### config.mk
export PLATFORM = sky130hd
export DESIGN_NAME = adsr_envelope_generator_flat
export DESIGN_NICKNAME = d
export VERILOG_FILES = /design/src/design/adsr_pkg.sv /design/src/design/adsr_if.sv /design/src/design/adsr_envelope_generator.sv /design/src/flat_wrapper.sv
export SDC_FILE = /design/constraint.sdc
export NUM_CORES = 1
export LEC_CHECK = 0
export BUFFER_PORTS_ARGS = -buffer_cell sky130_fd_sc_hd__buf_2
export CORE_MARGIN = 1.5
export CORE_UTILIZATION = 40
export CTS_BUF_LIST = sky130_fd_sc_hd__clkbuf_4 sky130_fd_sc_hd__clkbuf_8 sky130_fd_sc_hd__clkbuf_16
export CTS_CLUSTER_SIZE = 24
export DETAILED_ROUTE_END_ITERATION = 10
export HOLD_SLACK_MARGIN = 0.06
export PLACE_DENSITY = 0.62
export SLEW_MARGIN = 20
export SYNTH_ARGS = -nofsm -noshare
export SYNTH_HDL_FRONTEND = slang
export SYNTH_SLANG_ARGS = --single-unit
### constraint.sdc
create_clock -name clk -period 19.5 [get_ports clk]
set_input_delay 2.925 -clock clk [delete_from_list [all_inputs] [get_ports clk]]
set_output_delay 2.925 -clock clk [all_outputs]
set_load 0.02 [all_outputs]
### src/design/adsr_pkg.sv
`timescale 1ns / 1ps
// ----------------------------------------------------------------------------
// ADSR envelope package
// Shared types, stage and mode codes, register map and fixed-point constants.
// ----------------------------------------------------------------------------
package adsr_pkg;

	localparam int LEVEL_W = 16;  // Q1.15 level, 32768 = 1.0
	localparam int COEFF_W = 17;  // Q1.16 coefficient, 65536 = instant
	localparam int MODE_W  = 2;
	localparam int STAGE_W = 3;
	localparam int PADDR_W = 5;
	localparam int PDATA_W = 32;
	localparam int REG_IDX_W = 3;

	localparam logic [LEVEL_W-1:0] ENV_FULL        = 16'd32768;
	localparam logic [LEVEL_W-1:0] ENV_ATTACK_DONE = 16'd32441;
	localparam logic [LEVEL_W-1:0] ENV_SNAP        = 16'd327;
	localparam logic [COEFF_W-1:0] ENV_COEFF_MAX   = 17'd65536;

	typedef enum logic [STAGE_W-1:0] {
		ST_IDLE    = 3'd0,
		ST_ATTACK  = 3'd1,
		ST_DECAY   = 3'd2,
		ST_SUSTAIN = 3'd3,
		ST_RELEASE = 3'd4
	} stage_t;

	typedef enum logic [MODE_W-1:0] {
		MODE_ADSR = 2'd0,
		MODE_AD   = 2'd1,
		MODE_AR   = 2'd2,
		MODE_AHR  = 2'd3
	} mode_t;

	typedef enum logic [REG_IDX_W-1:0] {
		REG_MODE    = 3'd0,
		REG_ATTACK  = 3'd1,
		REG_DECAY   = 3'd2,
		REG_RELEASE = 3'd3,
		REG_SUSTAIN = 3'd4
	} cfg_reg_t;

endpackage

### src/design/adsr_if.sv
`timescale 1ns / 1ps
// ----------------------------------------------------------------------------
// ADSR envelope channels
// Valid/ready channels for control blocks in and envelope results out.
// ----------------------------------------------------------------------------
interface adsr_ctrl_if;
	logic valid;
	logic ready;
	logic gate_level;
	logic trigger_level;

	modport source (output valid, output gate_level, output trigger_level, input ready);
	modport sink   (input valid, input gate_level, input trigger_level, output ready);
endinterface

interface adsr_env_if;
	logic        valid;
	logic        ready;
	logic [15:0] envelope_value;
	logic [2:0]  envelope_stage;

	modport source (output valid, output envelope_value, output envelope_stage, input ready);
	modport sink   (input valid, input envelope_value, input envelope_stage, output ready);
endinterface

### src/design/adsr_envelope_generator.sv
`timescale 1ns / 1ps
// ----------------------------------------------------------------------------
// ADSR envelope generator
// Control-rate envelope with ADSR, AD, AR and AHR modes and an APB config port.
// ----------------------------------------------------------------------------
// Each transfer on ctrl is one control block (gate and trigger bits); each
// produces exactly one envelope result on env the next cycle. A new block is
// taken every cycle while the output register is empty or being drained, so
// the sustained rate is one block per clock. The update path is a single
// 16x17 multiply with a rounding add, then compares for the stage change.
// Configuration is written over APB at byte address 4*index and must only be
// changed while no block is in flight.
module adsr_envelope_generator (
	input  logic                          clk,
	input  logic                          arst_n,
	adsr_ctrl_if.sink                     ctrl,
	adsr_env_if.source                    env,
	input  logic                          psel,
	input  logic                          penable,
	input  logic                          pwrite,
	input  logic [adsr_pkg::PADDR_W-1:0]  paddr,
	input  logic [adsr_pkg::PDATA_W-1:0]  pwdata,
	output logic [adsr_pkg::PDATA_W-1:0]  prdata,
	output logic                          pready
);
	import adsr_pkg::*;

	// configuration registers
	mode_t                mode_q;
	logic [COEFF_W-1:0]   attack_q;
	logic [COEFF_W-1:0]   decay_q;
	logic [COEFF_W-1:0]   release_q;
	logic [LEVEL_W-1:0]   sustain_q;

	// envelope state
	stage_t               stage_q;
	logic [LEVEL_W-1:0]   level_q;
	logic                 prev_gate_q;
	logic                 prev_trig_q;

	// result register
	logic                 out_valid_q;

	logic                 cfg_wr;
	logic [REG_IDX_W-1:0] reg_idx;
	logic                 accept;

	logic                 gate_on;
	logic                 gate_fall;
	logic                 trig_on;
	stage_t               stage_mid;
	logic [LEVEL_W-1:0]   sus;
	logic [COEFF_W-1:0]   coeff_raw;
	logic [COEFF_W-1:0]   coeff;
	logic [LEVEL_W-1:0]   target;
	logic                 up;
	logic [LEVEL_W-1:0]   diff;
	logic [32:0]          prod;
	logic [33:0]          rounded;
	logic [LEVEL_W-1:0]   step;
	logic [LEVEL_W-1:0]   moved;
	logic [LEVEL_W-1:0]   sus_gap;
	stage_t               stage_nxt;
	logic [LEVEL_W-1:0]   level_nxt;

	assign pready  = 1'b1;
	assign reg_idx = paddr[PADDR_W-1:2];
	assign cfg_wr  = psel && penable && pwrite;

	always_ff @(posedge clk or negedge arst_n) begin
		if (!arst_n) begin
			mode_q    <= MODE_ADSR;
			attack_q  <= ENV_COEFF_MAX;
			decay_q   <= ENV_COEFF_MAX;
			release_q <= ENV_COEFF_MAX;
			sustain_q <= '0;
		end else if (cfg_wr) begin
			case (reg_idx)
				REG_MODE:    mode_q    <= mode_t'(pwdata[MODE_W-1:0]);
				REG_ATTACK:  attack_q  <= pwdata[COEFF_W-1:0];
				REG_DECAY:   decay_q   <= pwdata[COEFF_W-1:0];
				REG_RELEASE: release_q <= pwdata[COEFF_W-1:0];
				REG_SUSTAIN: sustain_q <= pwdata[LEVEL_W-1:0];
				default: ;
			endcase
		end
	end

	always_comb begin
		case (reg_idx)
			REG_MODE:    prdata = {{(PDATA_W-MODE_W){1'b0}}, mode_q};
			REG_ATTACK:  prdata = {{(PDATA_W-COEFF_W){1'b0}}, attack_q};
			REG_DECAY:   prdata = {{(PDATA_W-COEFF_W){1'b0}}, decay_q};
			REG_RELEASE: prdata = {{(PDATA_W-COEFF_W){1'b0}}, release_q};
			REG_SUSTAIN: prdata = {{(PDATA_W-LEVEL_W){1'b0}}, sustain_q};
			default:     prdata = '0;
		endcase
	end

	// take a new block whenever the result register frees up this cycle
	assign ctrl.ready = !out_valid_q || env.ready;
	assign accept     = ctrl.valid && ctrl.ready;

	assign gate_on   = ctrl.gate_level && !prev_gate_q;
	assign gate_fall = !ctrl.gate_level && prev_gate_q;
	assign trig_on   = ctrl.trigger_level && !prev_trig_q;

	assign sus = (sustain_q > ENV_FULL) ? ENV_FULL : sustain_q;

	// edge handling: any rising edge beats a falling gate
	always_comb begin
		stage_mid = stage_q;
		if (gate_on || trig_on) begin
			stage_mid = ST_ATTACK;
		end else if (gate_fall && stage_q != ST_IDLE && stage_q != ST_RELEASE) begin
			stage_mid = ST_RELEASE;
		end
	end

	// pick target and coefficient for the one shared approach step
	always_comb begin
		case (stage_mid)
			ST_ATTACK: begin
				target    = ENV_FULL;
				coeff_raw = attack_q;
			end
			ST_DECAY: begin
				target    = (mode_q == MODE_AD) ? '0 : sus;
				coeff_raw = decay_q;
			end
			default: begin
				target    = '0;
				coeff_raw = release_q;
			end
		endcase
	end

	assign coeff   = (coeff_raw > ENV_COEFF_MAX) ? ENV_COEFF_MAX : coeff_raw;
	assign up      = target >= level_q;
	assign diff    = up ? (target - level_q) : (level_q - target);
	assign prod    = 33'(diff) * 33'(coeff);
	// round the downward step away from the level so the floor matches
	assign rounded = {1'b0, prod} + (up ? 34'd0 : 34'd65535);
	assign step    = rounded[31:16];
	assign moved   = up ? (level_q + step) : (level_q - step);
	assign sus_gap = (moved >= sus) ? (moved - sus) : (sus - moved);

	always_comb begin
		stage_nxt = stage_mid;
		level_nxt = level_q;
		case (stage_mid)
			ST_ATTACK: begin
				level_nxt = moved;
				if (moved >= ENV_ATTACK_DONE) begin
					level_nxt = ENV_FULL;
					stage_nxt = (mode_q == MODE_ADSR || mode_q == MODE_AD) ?
						ST_DECAY : ST_SUSTAIN;
				end
			end
			ST_DECAY: begin
				level_nxt = moved;
				if (mode_q == MODE_AD) begin
					if (moved <= ENV_SNAP) begin
						level_nxt = '0;
						stage_nxt = ST_IDLE;
					end
				end else if (sus_gap <= ENV_SNAP) begin
					level_nxt = sus;
					stage_nxt = ST_SUSTAIN;
				end
			end
			ST_SUSTAIN: begin
				// AD only lands here after a mode change: hold the level
				if (mode_q == MODE_ADSR) begin
					level_nxt = sus;
				end else if (mode_q == MODE_AR || mode_q == MODE_AHR) begin
					level_nxt = ENV_FULL;
				end
			end
			ST_RELEASE: begin
				level_nxt = moved;
				if (moved <= ENV_SNAP) begin
					level_nxt = '0;
					stage_nxt = ST_IDLE;
				end
			end
			default: begin
				level_nxt = '0;
				stage_nxt = ST_IDLE;
			end
		endcase
	end

	always_ff @(posedge clk or negedge arst_n) begin
		if (!arst_n) begin
			stage_q     <= ST_IDLE;
			level_q     <= '0;
			prev_gate_q <= 1'b0;
			prev_trig_q <= 1'b0;
			out_valid_q <= 1'b0;
		end else begin
			if (accept) begin
				stage_q     <= stage_nxt;
				level_q     <= level_nxt;
				prev_gate_q <= ctrl.gate_level;
				prev_trig_q <= ctrl.trigger_level;
				out_valid_q <= 1'b1;
			end else if (env.ready) begin
				out_valid_q <= 1'b0;
			end
		end
	end

	// the state registers double as the result payload
	assign env.valid          = out_valid_q;
	assign env.envelope_value = level_q;
	assign env.envelope_stage = stage_q;

endmodule

### src/flat_wrapper.sv
// flat-port wrapper written by rule: the top's interface ports become plain ports
module adsr_envelope_generator_flat import adsr_pkg::*;
  (clk, arst_n, psel, penable, pwrite, paddr, pwdata, prdata, pready, ctrl_valid, ctrl_gate_level, ctrl_trigger_level, ctrl_ready, env_valid, env_envelope_value, env_envelope_stage, env_ready);
  adsr_ctrl_if ctrl_i ();
  adsr_env_if env_i ();
  input  logic clk;
  input  logic arst_n;
  input  logic psel;
  input  logic penable;
  input  logic pwrite;
  input  logic [adsr_pkg::PADDR_W-1:0] paddr;
  input  logic [adsr_pkg::PDATA_W-1:0] pwdata;
  output logic [adsr_pkg::PDATA_W-1:0] prdata;
  output logic pready;
  input wire logic [$bits(ctrl_i.valid)-1:0] ctrl_valid;
  input wire logic [$bits(ctrl_i.gate_level)-1:0] ctrl_gate_level;
  input wire logic [$bits(ctrl_i.trigger_level)-1:0] ctrl_trigger_level;
  output wire logic [$bits(ctrl_i.ready)-1:0] ctrl_ready;
  output wire logic [$bits(env_i.valid)-1:0] env_valid;
  output wire logic [$bits(env_i.envelope_value)-1:0] env_envelope_value;
  output wire logic [$bits(env_i.envelope_stage)-1:0] env_envelope_stage;
  input wire logic [$bits(env_i.ready)-1:0] env_ready;
  assign ctrl_i.valid = ctrl_valid;
  assign ctrl_i.gate_level = ctrl_gate_level;
  assign ctrl_i.trigger_level = ctrl_trigger_level;
  assign ctrl_ready = ctrl_i.ready;
  assign env_valid = env_i.valid;
  assign env_envelope_value = env_i.envelope_value;
  assign env_envelope_stage = env_i.envelope_stage;
  assign env_i.ready = env_ready;
  adsr_envelope_generator u_core (.clk(clk), .arst_n(arst_n), .ctrl(ctrl_i), .env(env_i), .psel(psel), .penable(penable), .pwrite(pwrite), .paddr(paddr), .pwdata(pwdata), .prdata(prdata), .pready(pready));
endmodule
# --- After elaboration in Yosys (flattened, before gate mapping) ---
# Index checks and enable logic that the tools add are counted.
# W data, S select, Z words.
totals:
  register_bits: 91
  input_bits: 46
  output_inout_bits: 54
  wordCells: 91
op_classes:
  add_sub_neg: 7
  n_mul: 1
  magnitude_cmp: 7
  eq_ne: 13
  mux: 27
  n_reduce_logical: 26
ops:
  columns: ["op", "n"]
  rows:
  - ["$mux W16", 12]
  - ["$pmux W17 S5", 1]
  - ["$sub A16 B16 Y16", 5]
  - ["$pmux W16 S4", 1]
  - ["$pmux W17 S2", 1]
  - ["$add A32 B32 Y32", 1]
  - ["$ge A16 B16 Y1", 2]
  - ["$le A16 B9 Y1 const B", 2]
  - ["$mul A16 B17 Y32", 1]
  - ["$pmux W16 S2", 1]
  - ["$mux W3", 6]
  - ["$gt A17 B17 Y1 const B", 1]
  - ["$mux W17", 1]
  - ["$add A16 B16 Y16", 1]
  - ["$ge A16 B15 Y1 const B", 1]
  - ["$gt A16 B16 Y1 const B", 1]
  - ["$eq A3 B2 Y1 const B", 4]
  - ["$pmux W3 S4", 1]
  - ["$reduce_and A2 Y1", 6]
  - ["$logic_and A1 B1 Y1", 8]
  - ["$eq A3 B1 Y1 const B", 2]
  - ["$eq A3 B3 Y1 const B", 2]
  - ["$eq A2 B2 Y1 const B", 2]
  - ["$logic_not A1 Y1", 4]
  - ["other kinds (9)", 14]

# --- Longest topological paths before layout ---
# Gate-level depths: netlist (run 1).
logic_depth:
  depth_word: 20
  mapped_depth: 73
  mapped_depth_nobuf: 63

# --- Worst setup path before layout (run 1) ---
# OpenSTA, ideal clock, no wires.
synth_path:
  kind: "input port to flip-flop"
  startpoint: "input ctrl_trigger_level"
  endpoint: "register u_core.level_q[10] (netlist: u_core.env.envelope_value[10])"
  setup_ns: 0.066
  arrival_ns: 17.316
  t_required_ns: 19.434
  setup_slack_ns: 2.117
  stages: 64
  n_path_buf: 11
  path_cell_list: "nand2b_1 and4b_1 nor2b_1 clkbuf_1 clkbuf_1 and2_1 clkbuf_1 buf_1 nand2_1 fa_1 nor2b_1 o211ai_1 a21boi_1 o22a_1 o21a_1 buf_2 buf_1 buf_1 (+28 left out) nor2_1 o21ai_0 o21ai_0 xor3_2 xnor2_2 ha_1 a2111oi_1 a31o_1 buf_2 mux2i_1 xnor2_1 o311ai_1 and4_1 nand4b_1 a21boi_2 buf_2 a22o_1 a31o_1"
synth_via:
  elab_chain_len: 17
  elab_cells_between_ends: 35
  cone_classes: "7 x add/sub; 1 x mul; 6 x order compare; 5 x eq/ne; 13 x mux; 3 x reduce/logical"
synth_lines:
  columns: ["element", "line", "text"]
  rows:
  - ["start: declaration", "flat_wrapper.sv:17", "input wire logic [$bits(ctrl_i.trigger_level)-1:0] ctrl_trigger_level;"]
  - ["$logic_and A1 B1 Y1 (*)", "adsr_envelope_generator.sv:106", "assign trig_on = ctrl.trigger_level && !prev_trig_q;"]
  - ["$logic_or A1 B1 Y1 (*)", "adsr_envelope_generator.sv:113", "if (gate_on || trig_on) begin"]
  - ["$mux W3 (*)", "adsr_envelope_generator.sv:113", null]
  - ["$eq A3 B2 Y1 or $eq A3 B1 Y1 (tied branches)", "adsr_envelope_generator.sv:122, adsr_envelope_generator.sv:151", null]
  - ["$pmux W16 S2 or $pmux W17 S2 (tied branches)", "adsr_envelope_generator.sv:122", "case (stage_mid)"]
  - ["$sub A16 B16 Y16 (tied with other cells)", "adsr_envelope_generator.sv:140", "assign diff = up ? (target - level_q) : (level_q - target);"]
  - ["$mux W16 or $mux W17 (tied branches)", "adsr_envelope_generator.sv:140, adsr_envelope_generator.sv:138", null]
  - ["$mul A16 B17 Y32", "adsr_envelope_generator.sv:141", "assign prod = 33'(diff) * 33'(coeff);"]
  - ["$add A32 B32 Y32", "adsr_envelope_generator.sv:143", "assign rounded = {1'b0, prod} + (up ? 34'd0 : 34'd65535);"]
  - ["$sub A16 B16 Y16 or $add A16 B16 Y16 (tied branches)", "adsr_envelope_generator.sv:145", "assign moved = up ? (level_q + step) : (level_q - step);"]
  - ["$mux W16", "adsr_envelope_generator.sv:145", null]
  - ["$sub A16 B16 Y16 or $ge A16 B16 Y1 (tied branches)", "adsr_envelope_generator.sv:146", "assign sus_gap = (moved >= sus) ? (moved - sus) : (sus - moved);"]
  - ["$mux W16", "adsr_envelope_generator.sv:146", null]
  - ["$le A16 B9 Y1", "adsr_envelope_generator.sv:167", "end else if (sus_gap <= ENV_SNAP) begin"]
  - ["$mux W16", "adsr_envelope_generator.sv:167", null]
  - ["$mux W16", "adsr_envelope_generator.sv:162", "if (mode_q == MODE_AD) begin"]
  - ["$pmux W16 S4", "adsr_envelope_generator.sv:151", "case (stage_mid)"]
  - ["end signal: assignment", "adsr_envelope_generator.sv:204", "level_q <= level_nxt;"]
  - ["end: declaration", "adsr_envelope_generator.sv:37", "logic [LEVEL_W-1:0] level_q;"]
# Every way passes the cells marked *; elsewhere a longest branch is shown, timed or not.
# A chain may end at the register's enable or synchronous reset.

# --- Final worst setup path (run 1) ---
layout_path:
  startpoint: "input ctrl_trigger_level"
  endpoint: "register u_core.level_q[3] (netlist: u_core.env.envelope_value[3])"
# The elaborated chain is that of the path after synthesis.

==> results by group, run 1 <==
Status
  • Status: completed

Floorplan
  • Die width: 219 um
  • I/O pin cnt: 100
  • Initial Utilization: 40.8%
  • Row cnt: 78
  • Core area: 45700 sq um
  • Die area: approximately 48000 sq um
  • Die height: 219 um

Job
  • Max-Cap Viols: 0

Detailed routing
  • Met2 wire length: roughly 26000 um
  • Final WL: between 50000 and 60000 um
  • DRC viols: 0
  • Top Layer Used: met4
  • Routed vias/inst: 5.54
  • Metal1 wirelength: 23600 um
  • Post-DR wirelength/cell: 19.1 um
  • Via count: 15900
  • Total length of routed met3 wires: 3630 um
  • Initial DRC count: 1149
  • Post-route ant nets: 0
  • DRT Pass-1 Iters: 5

CTS
  • Clock latency on the worst-skew pair: 0.36 ns
  • Inserted Clock Buffers: 9
  • H-tree depth: 3
  • TritonCTS clock tree: yes
  • Clock Tree Buf Depth: 2
  • Root buf cell: clkbuf_16
  • Post-CTS Setup Bufs: 0
  • Reg clk slew, reported paths: 0.06 ns
  • CTS sink count: 91
  • Hold_buf cts: 0

Yosys
  • Number of synthesized flops with an enable pin: 0
  • Prevailing post-synth register cell: dfrtp_1
  • Async SR Flop Fraction: 100%
  • Mapped cell area: 18600 sq um
  • Yosys cell types: 96
  • Post-synthesis sequential area ratio: 12.2%
  • Post-Syn Instances: 2223
  • Synthesized area per cell: 8.38 sq um
  • Register bit total from synthesis: 91
  • Ys Warns: 0

Place
  • DP Wirelength: 44600 um
  • Placer Congestion: 0.897
  • Port buffer count: 66

Global routing
  • GR Overflow Total: 0
  • First-pass GRT wire length: 88400 um
  • Vias in the first global route: ~16000
  • Antenna violations before repair: 0
  • Overall Global Routing Usage: 23.6%
  • Largest net degree at the start of global routing: 79

Critical path
  • Worst path bufs/invs: 9
  • Setup Crit Path Kind: input port to flip-flop
  • Arr. time, crit path: 18.79 ns
  • CP startpoint kind: input port
  • Setup slack, reg-to-reg: 3.28 ns
  • RR Startpoint: u_core.prev_gate_q
  • WP data required: 19.79 ns
  • Top delay family on crit path: adder cells
  • Most used cell, CP: fa_1
  • Critical Path Sink Type: flip-flop
  • Largest stage delay on the critical path: between 0.6 and 0.7 ns
  • Slowest CP cell: o211ai_2
  • Crit-path max FO: 13
  • R2R cell count: 60
  • Worst R2R End: u_core.env.envelope_value[3]

Timing
  • RSZ-0062 raised after global routing: no
  • Slew HR: 25.0%
  • Final hold vios: 0
  • Worst Clk Skew: around 0.010 ns
  • Fin crit share: 94.9%
  • Fin Setup TNS: 0 ns
  • Worst slew pin tran: 1.12 ns
  • Fin crit period: 18.50 ns
  • Fmax: 54.1 MHz
  • Max Slew Vio Count: 0
  • Final setup fails: 0

Worst hold path
  • Hold wc startpoint: u_core.prev_trig_q
  • Hold endpoint: u_core.prev_trig_q
  • Hold Path Class: flip-flop to flip-flop
  • Hold path cells: 1

Final layout
  • Sequential cell area: ~2300 sq um
  • Finished Core Util: 44.0%
  • Fraction of layout cells with a size suffix above 1: 11.6%
  • Area growth from synthesis to layout: 7.85%
  • Layout Nets: 2723
  • Filler instances: 4598
  • Antenna cells: 0
  • Multi-input gate area: between 10000 and 15000 sq um
## cells by family (layout without fill, tap and decap cells)
family	after synthesis	in the layout	synth area share [%]
and+or+nand+nor	653	653	16.0
AOI/OAI and AO/OA	414	414	15.2
adders and majority gates	409	409	36.6
DFF	91	91	12.2
buffers and inverters	476	513	10.1
muxes	100	100	6.09
other	2	16	0.0403
xor gates and xnor gates	78	78	3.84
## state kept, by name (all words and copies together), names as in the netlist
name                       cells
u_core.attack_q               17
u_core.release_q              17
u_core.decay_q                17
u_core.env.envelope_stage      3
u_core.mode_q                  2
u_core.prev_trig_q             1
u_core.sustain_q              16
u_core.prev_gate_q             1
u_core.env.envelope_value     16
u_core.env.valid               1
## worst register-to-register path: cells and delay by family (launching register included)
family | cells | cell delay, ns
flip-flops | 1 | 0.44
buffers and inverters | 8 | 1.01
multiplexers | 1 | 0.26
AND/OR/NAND/NOR | 15 | 3.65
XOR/XNOR | 6 | 1.41
AO/OA/AOI/OAI | 18 | 4.41
adder cells (fa/ha/maj) | 12 | 4.98
## how the worst max path moves through the flow
stage | cells past startpoint | slack, ns | startpoint | end
floorplan | 64 | 2.12 | ctrl_trigger_level | u_core.env.envelope_value[10]
global placement | 63 | 0.49 | ctrl_trigger_level | u_core.env.envelope_value[3]
detailed placement | 59 | 0.61 | ctrl_trigger_level | u_core.env.envelope_value[4]
CTS | 59 | 0.87 | ctrl_trigger_level | u_core.env.envelope_value[4]
global route | 60 | 0.11 | ctrl_trigger_level | u_core.env.envelope_value[0]
finish | 61 | 1.00 | ctrl_trigger_level | u_core.env.envelope_value[3]
## placed cells by master, fill, tap and decap left out, types with 8 or more instances in the layout
cell,netlist,layout
inv_1,378,378
nand2_1,275,275
fa_1,226,226
ha_1,182,182
nor2_1,177,177
a21oi_1,110,108
dfrtp_1,88,88
mux2_2,87,87
o21ai_0,72,72
buf_2,16,65
buf_4,16,53
xnor2_1,51,49
and2_1,32,32
a22oi_1,31,31
nand2b_1,30,30
a21o_1,30,30
nor2b_1,27,27
xor2_1,24,24
nand3_1,20,20
nor3_1,19,17
and3_1,16,16
a22o_1,16,16
conb_1,2,16
a211oi_1,14,14
a31o_1,14,14
o21a_1,14,13
o21bai_1,12,12
nor4_1,12,12
o211ai_1,11,11
nand4_1,11,11
a31oi_1,12,11
mux2i_1,11,11
clkbuf_16,0,9
or3_1,8,8
a211o_1,8,8
## stage by stage
| step | hold slack [ns] | area (sq um) | std cells | setup WS, ns |
|---|---|---|---|---|
| 2_1_floorplan | 0.470 | 18700 | 2237 | 2.12 |
| 3_3_place_gp | 0.481 | 19700 | 2858 | 0.491 |
| 3_5_place_dp | 0.485 | 19700 | 2858 | 0.614 |
| 4_1_cts | 0.500 | 20000 | 2874 | 0.868 |
| 5_1_grt | 0.530 | 20100 | 2874 | 0.108 |
| 6_report | 0.499 | 20100 | 2874 | 1.00 |
## final cells by class
type                    count  area share [%]
clock buffers              10            1.16
clock inverters             6           0.355
inverters                 378            7.06
multi-input cells        1670            72.7
flip-flops and latches     91            11.4
well taps                 600            3.74
repair buffers            119            3.66
## cells in the mapped netlist, types with 4 or more instances
master,number,share of area [%]
inv_1,378,7.6
nand2_1,275,5.5
fa_1,226,24
ha_1,182,12
nor2_1,177,3.6
a21oi_1,110,3.0
dfrtp_1,88,12
mux2_2,87,5.3
o21ai_0,72,1.9
clkbuf_1,59,1.2
xnor2_1,51,2.4
and2_1,32,1.1
a22oi_1,31,1.2
a21o_1,30,1.2
nand2b_1,30,1.0
nor2b_1,27,0.91
xor2_1,24,1.1
nand3_1,20,0.54
nor3_1,19,0.51
a22o_1,16,0.75
and3_1,16,0.54
buf_2,16,0.43
buf_4,16,0.65
a211oi_1,14,0.56
a31o_1,14,0.66
o21a_1,14,0.56
a31oi_1,12,0.40
nor4_1,12,0.40
o21bai_1,12,0.48
mux2i_1,11,0.59
nand4_1,11,0.37
o211ai_1,11,0.44
a211o_1,8,0.38
or3_1,8,0.27
buf_1,6,0.12
nor3b_1,5,0.20
o22ai_1,4,0.13
o311ai_0,4,0.19
## timing repair
item                                    in CTS  in global routing
endpoints found under the setup margin       0                 15
gates resized for setup                      0                  4
endpoints found under the hold margin        0                  0
## layer usage
layer	GRT usage (%)	up-vias
met5	0	-
met4	7.42	0
met3	3.08	86
met2	39.5	547
met1	31.5	7948
li1	-	7341
Power of run 1 is left out: the tool's default activity adds up to more than one toggle a clock period on the data nets, which glitch-free logic cannot reach.
==> run 2: changes to the inputs <==
CAP_MARGIN = 20   (was default)
CORE_UTILIZATION = 63   (was 40)
PLACE_DENSITY = 0.88   (was 0.62)
==> results by group, run 2 (synthesized netlist as in run 1, its figures left out) <==
Status
  • Status: completed

Worst hold path
  • Hold Path Class: flip-flop to flip-flop
  • Hold endpoint: u_core.prev_trig_q
  • Hold path cells: 1
  • Hold wc startpoint: u_core.prev_trig_q

Global routing
  • First-pass GRT wire length: 87800 um
  • GR Overflow Total: 0
  • Largest net degree at the start of global routing: 77
  • Antenna violations before repair: 0
  • Vias in the first global route: 17000
  • Overall Global Routing Usage: 36.2%

Detailed routing
  • Met2 wire length: 25700 um
  • Top Layer Used: met4
  • Initial DRC count: 1613
  • Via count: 16800
  • Routed vias/inst: 6.33
  • Total length of routed met3 wires: 5500 um
  • DRC viols: 0
  • Final WL: 54500 um
  • DRT Pass-1 Iters: 6
  • Metal1 wirelength: between 20000 and 25000 um
  • Post-route ant nets: 0
  • Post-DR wirelength/cell: just over 20 um

Timing
  • Final setup fails: 0
  • Fmax: 54.2 MHz
  • Worst slew pin tran: 1.31 ns
  • Worst Clk Skew: 0.0198 ns
  • Fin crit period: 18.45 ns
  • Fin crit share: 94.6%
  • Fin Setup TNS: 0 ns
  • RSZ-0062 raised after global routing: no
  • Max Slew Vio Count: 0
  • Slew HR: roughly 12%
  • Final hold vios: 0

Floorplan
  • Die area: roughly 31000 sq um
  • Initial Utilization: 64.4%
  • Core area: ~29000 sq um
  • Row cnt: 62
  • Die width: approximately 170 um
  • I/O pin cnt: 100
  • Die height: 175 um

Critical path
  • WP data required: just under 20 ns
  • Most used cell, CP: fa_1
  • Slowest CP cell: fa_1
  • CP startpoint kind: input port
  • Critical Path Sink Type: flip-flop
  • RR Startpoint: u_core.prev_gate_q
  • R2R cell count: 59
  • Setup slack, reg-to-reg: about 3.3 ns
  • Crit-path max FO: 19
  • Largest stage delay on the critical path: 0.54 ns
  • Arr. time, crit path: approximately 19 ns
  • Setup Crit Path Kind: input port to flip-flop
  • Worst R2R End: u_core.env.envelope_value[11]

Place
  • Placer Congestion: 0.967
  • DP Wirelength: 43100 um
  • Port buffer count: 66

Final layout
  • Area growth from synthesis to layout: 6.09%
  • Layout Nets: 2715
  • Commonest non-fill, non-tap cells in the layout: inv_1 (377), nand2_1 (275), fa_1 (226), ha_1 (182), nor2_1 (177)
  • Filler instances: about 2300
  • Sequential cell area: approximately 2300 sq um
  • Most common cell after layout, fill and taps aside: inv_1
  • Top flop regs: u_core.attack_q x17, u_core.decay_q x17, u_core.release_q x17
  • Antenna cells: 0
  • Fraction of layout cells with a size suffix above 1: 11.3%
  • Multi-input gate area: 14600 sq um

CTS
  • Clock Tree Buf Depth: 2
  • CTS sink count: approximately 90
  • Root buf cell: clkbuf_16
  • TritonCTS clock tree: yes
  • H-tree depth: 3
  • Inserted Clock Buffers: 9
  • Reg clk slew, reported paths: approximately 0.070 ns
  • Clock latency on the worst-skew pair: 0.36 ns

Job
  • Max-Cap Viols: 0
-- run 2: cell types whose count changed in the layout (fill, tap and decap cells not counted), moves of 2 or more --
| cell | before | now |
|---|---|---|
| buf_4 | 53 | 45 |
| xnor2_2 | 4 | 2 |
| inv_8 | 1 | 3 |
| xnor2_1 | 49 | 51 |
-- run 2: metal layers --
layer	up-vias	global-route usage [%]
met5	-	0
met4	0	16.5
met3	210	5.46
met2	1023	60.4
met1	8217	46.7
li1	7314	-
-- run 2: per-stage QoR --
step | cells | area, sq um | hold slack (ns) | util [%] | setup WS, ns
global placement | 2629 | 19400 | 0.482 | 66.9 | 0.717
detailed placement | 2630 | 19400 | 0.495 | 66.9 | 0.470
CTS | 2646 | 19700 | 0.515 | 68.0 | 0.658
global route | 2650 | 19800 | 0.535 | 68.3 | 0.0392
finish | 2650 | 19800 | 0.511 | 68.3 | 1.05
floorplan | 2237 | 18700 | 0.470 | - | 2.12
-- run 2: worst max path at each step --
stage | depth (start not counted) | to | from | slack (ns)
after CTS | 59 | u_core.env.envelope_value[11] | ctrl_trigger_level | 0.66
final | 60 | u_core.env.envelope_value[11] | ctrl_trigger_level | 1.05
after floorplan | 64 | u_core.env.envelope_value[10] | ctrl_trigger_level | 2.12
after detailed placement | 58 | u_core.env.envelope_value[8] | ctrl_trigger_level | 0.47
after global placement | 60 | u_core.env.envelope_value[4] | ctrl_trigger_level | 0.72
after global routing | 60 | u_core.env.envelope_value[11] | ctrl_trigger_level | 0.04
-- run 2: timing repair --
item | in CTS | in global routing
setup endpoints to repair | 0 | 16
hold buffers | 0 | 0
resized for setup | 0 | 8
buffers inserted | 0 | 3
-- run 2: worst max-delay path, delay by kind of cell --
kind / cells / cell delay [ns]
adder cells (fa/ha/maj): 12 / 5.02
AO/OA/AOI/OAI: 18 / 4.48
AND/OR/NAND/NOR: 15 / 3.78
XOR/XNOR: 5 / 1.15
buffers and inverters: 9 / 0.93
multiplexers: 1 / 0.40
-- run 2: area by class of cell --
type                       count  share of cell area [%]
clock buffer                   9                    1.14
tap                          384                    2.43
sequential                    91                    11.5
multi-input combinational   1670                    73.8
timing repair buffer         111                    3.39
inverter                     378                    7.20
clock inverter                 7                   0.488
Power of run 2 is left out for the same reason.
==> run 3: changes to the inputs <==
ABC_AREA = 1   (was default)
==> results by group, run 3 <==
Worst hold path
  • Hold Path Class: flip-flop to flip-flop
  • Hold path cells: 2

Place
  • Placed Instance Area: 20000 sq um
  • DP Wirelength: 46000 um
  • Placer Congestion: 0.981
  • Port buffer count: 66
  • Placed cells: 3216

Global routing
  • Overall Global Routing Usage: 36.6%
  • Largest net degree at the start of global routing: around 70
  • Antenna violations before repair: 1
  • GR Overflow Total: 0
  • First-pass GRT wire length: ~90000 um
  • Vias in the first global route: 18400

Timing
  • Max Slew Vio Count: 0
  • Fin crit share: between 90% and 100%
  • Fin Setup TNS: 0 ns
  • RSZ-0062 raised after global routing: no
  • Fin crit period: 17.87 ns
  • Fmax: 56.0 MHz
  • Worst Hold Margin: 0.489 ns
  • Slew HR: a little over a fifth
  • Final hold vios: 0
  • Worst slew pin tran: 1.18 ns
  • Final setup fails: 0
  • Worst Clk Skew: 0.0169 ns

Floorplan
  • Die width: 178 um
  • Die area: 31800 sq um
  • Row cnt: 64
  • Initial Utilization: 63.6%
  • Core area: 30400 sq um
  • I/O pin cnt: 100
  • Die height: 178 um

CTS
  • Gates resized, CTS repair: 0
  • Reg clk slew, reported paths: ~0.07 ns
  • Clock latency on the worst-skew pair: approximately 0.36 ns
  • Hold_buf cts: 0
  • H-tree depth: 3
  • CTS sink count: 91
  • Post-CTS Setup Bufs: 0
  • Inserted Clock Buffers: 9
  • Clock Tree Buf Depth: 2
  • Root buf cell: clkbuf_16
  • TritonCTS clock tree: yes

Critical path
  • Critical Path Sink Type: flip-flop
  • Setup Crit Path Kind: input port to flip-flop
  • Slowest CP cell: fa_1
  • WP data required: 19.79 ns
  • R2R cell count: 76
  • Largest stage delay on the critical path: 0.56 ns
  • CP startpoint kind: input port
  • Arr. time, crit path: 18.15 ns
  • Most used cell, CP: nand2_1
  • Crit-path max FO: 18

Final layout
  • Most common cell after layout, fill and taps aside: nand2_1
  • Top flop regs: u_core.attack_q x17, u_core.decay_q x17, u_core.release_q x17
  • Fraction of layout cells with a size suffix above 1: about 7.9%
  • Final instance area: 20300 sq um
  • Area growth from synthesis to layout: 4.89%
  • Layout Nets: 3286
  • Commonest non-fill, non-tap cells in the layout: nand2_1 (758), inv_1 (616), nor2_1 (239), fa_1 (226), ha_1 (182)
  • Final std cells w/o fill: about 3200
  • Antenna cells: 0

Yosys
  • Number of synthesized flops with an enable pin: 0
  • Post-synth top cells: nand2_1 (759), inv_1 (616), nor2_1 (239)
  • Yosys cell types: 61
  • Post-synthesis sequential area ratio: 11.8%
  • Async SR Flop Fraction: 100%
  • Post-Syn Instances: 2795
  • Most common cell in the synthesized netlist: nand2_1
  • Register bit total from synthesis: 91
  • Synthesized area per cell: 6.93 sq um
  • Post-synth top area cell: fa_1
  • Ys Warns: 0
  • Mapped cell area: slightly below 20000 sq um
  • Prevailing post-synth register cell: dfrtp_1
  • Main area contributors after synthesis: fa_1 (23%), nand2_1 (15%), inv_1 (12%), ha_1 (12%), dfrtp_1 (11%)
  • Post-synth top area share: 23.4%

Detailed routing
  • Post-DR wirelength/cell: between 15 and 20 um
  • Initial DRC count: 1765
  • Final WL: 56500 um
  • Routed vias/inst: 5.65
  • Via count: 18300
  • Post-route ant nets: 0
  • DRC viols: 0
  • DRT Pass-1 Iters: 6

Status
  • Status: completed

Job
  • Max-Cap Viols: 0
-- run 3: changes by cell type after synthesis, moves of 25 or more --
cell      change
xnor2_1      -38
nand2_1     +484
inv_2        +26
nor2b_1      -27
nand2_2      +44
inv_1       +238
nand2b_1     -30
a22oi_1      -28
and2_1       -32
o21ai_0      +44
nand3_1      +49
clkbuf_1     -25
mux2_2       -86
nor2_1       +62
-- run 3: worst paths after layout --
kind | start | to | slack [ns]
max | ctrl_gate_level | u_core.env.envelope_value[7] | 1.63
min | u_core.sustain_q[1] | u_core.sustain_q[1] | 0.49
max reg2reg | u_core.sustain_q[8] | u_core.env.envelope_value[7] | 3.71
min reg2reg | u_core.sustain_q[1] | u_core.sustain_q[1] | 0.49
max in group asynchronous | arst_n | u_core.env.envelope_value[8] | 15.87
min in group asynchronous | arst_n | u_core.decay_q[12] | 2.46
-- run 3: metrics by stage --
stage | util, % | worst slack (ns)
finish | 66.7 | 1.63
CTS | 66.6 | 1.82
floorplan | - | 4.08
global placement | 65.6 | 1.73
detailed placement | 65.6 | 1.47
global route | 66.7 | 0.581
-- run 3: final cells by class --
cell class	instances	area [sq um]
flip-flops and latches	91	2280
repair buffers	83	480
inverters	651	2440
fillers	2641	10100
clock buffers	12	260
multi-input cells	1996	14300
clock inverters	4	32.5
well taps	396	495
-- run 3: worst max-delay path: cells and delay by family --
family / cells / cell delay [ns]
and+or+nand+nor: 36 / 4.87
adders and majority gates: 11 / 4.62
muxes: 1 / 0.34
AOI/OAI and AO/OA: 12 / 2.42
buffers and inverters: 12 / 2.09
xor gates and xnor gates: 3 / 0.83
-- run 3: kinds of logic (layout without fill, tap and decap cells) --
kind of cell    Yosys count  in the layout  synth area share (%)
xor+xnor                 59             59                  2.82
mux                       4              4                 0.213
simple gates           1201           1201                  25.9
fa+ha+maj               408            408                  35.1
compound gates          308            308                  9.34
other cells               2             16                0.0388
buf+inv                 722            750                  14.7
flops                    91             91                  11.8
-- run 3: per-layer routing --
| metal | part of all wire (%) | track usage (%) | vias up |
|---|---|---|---|
| li1 | - | - | 8490 |
| met1 | 37 | 44.0 | 8558 |
| met2 | 48 | 62.4 | 969 |
| met3 | 8.3 | 5.43 | 254 |
| met4 | 6.4 | 21.5 | 2 |
| met5 | 0.012 | 0 | - |
Power of run 3 is left out for the same reason.
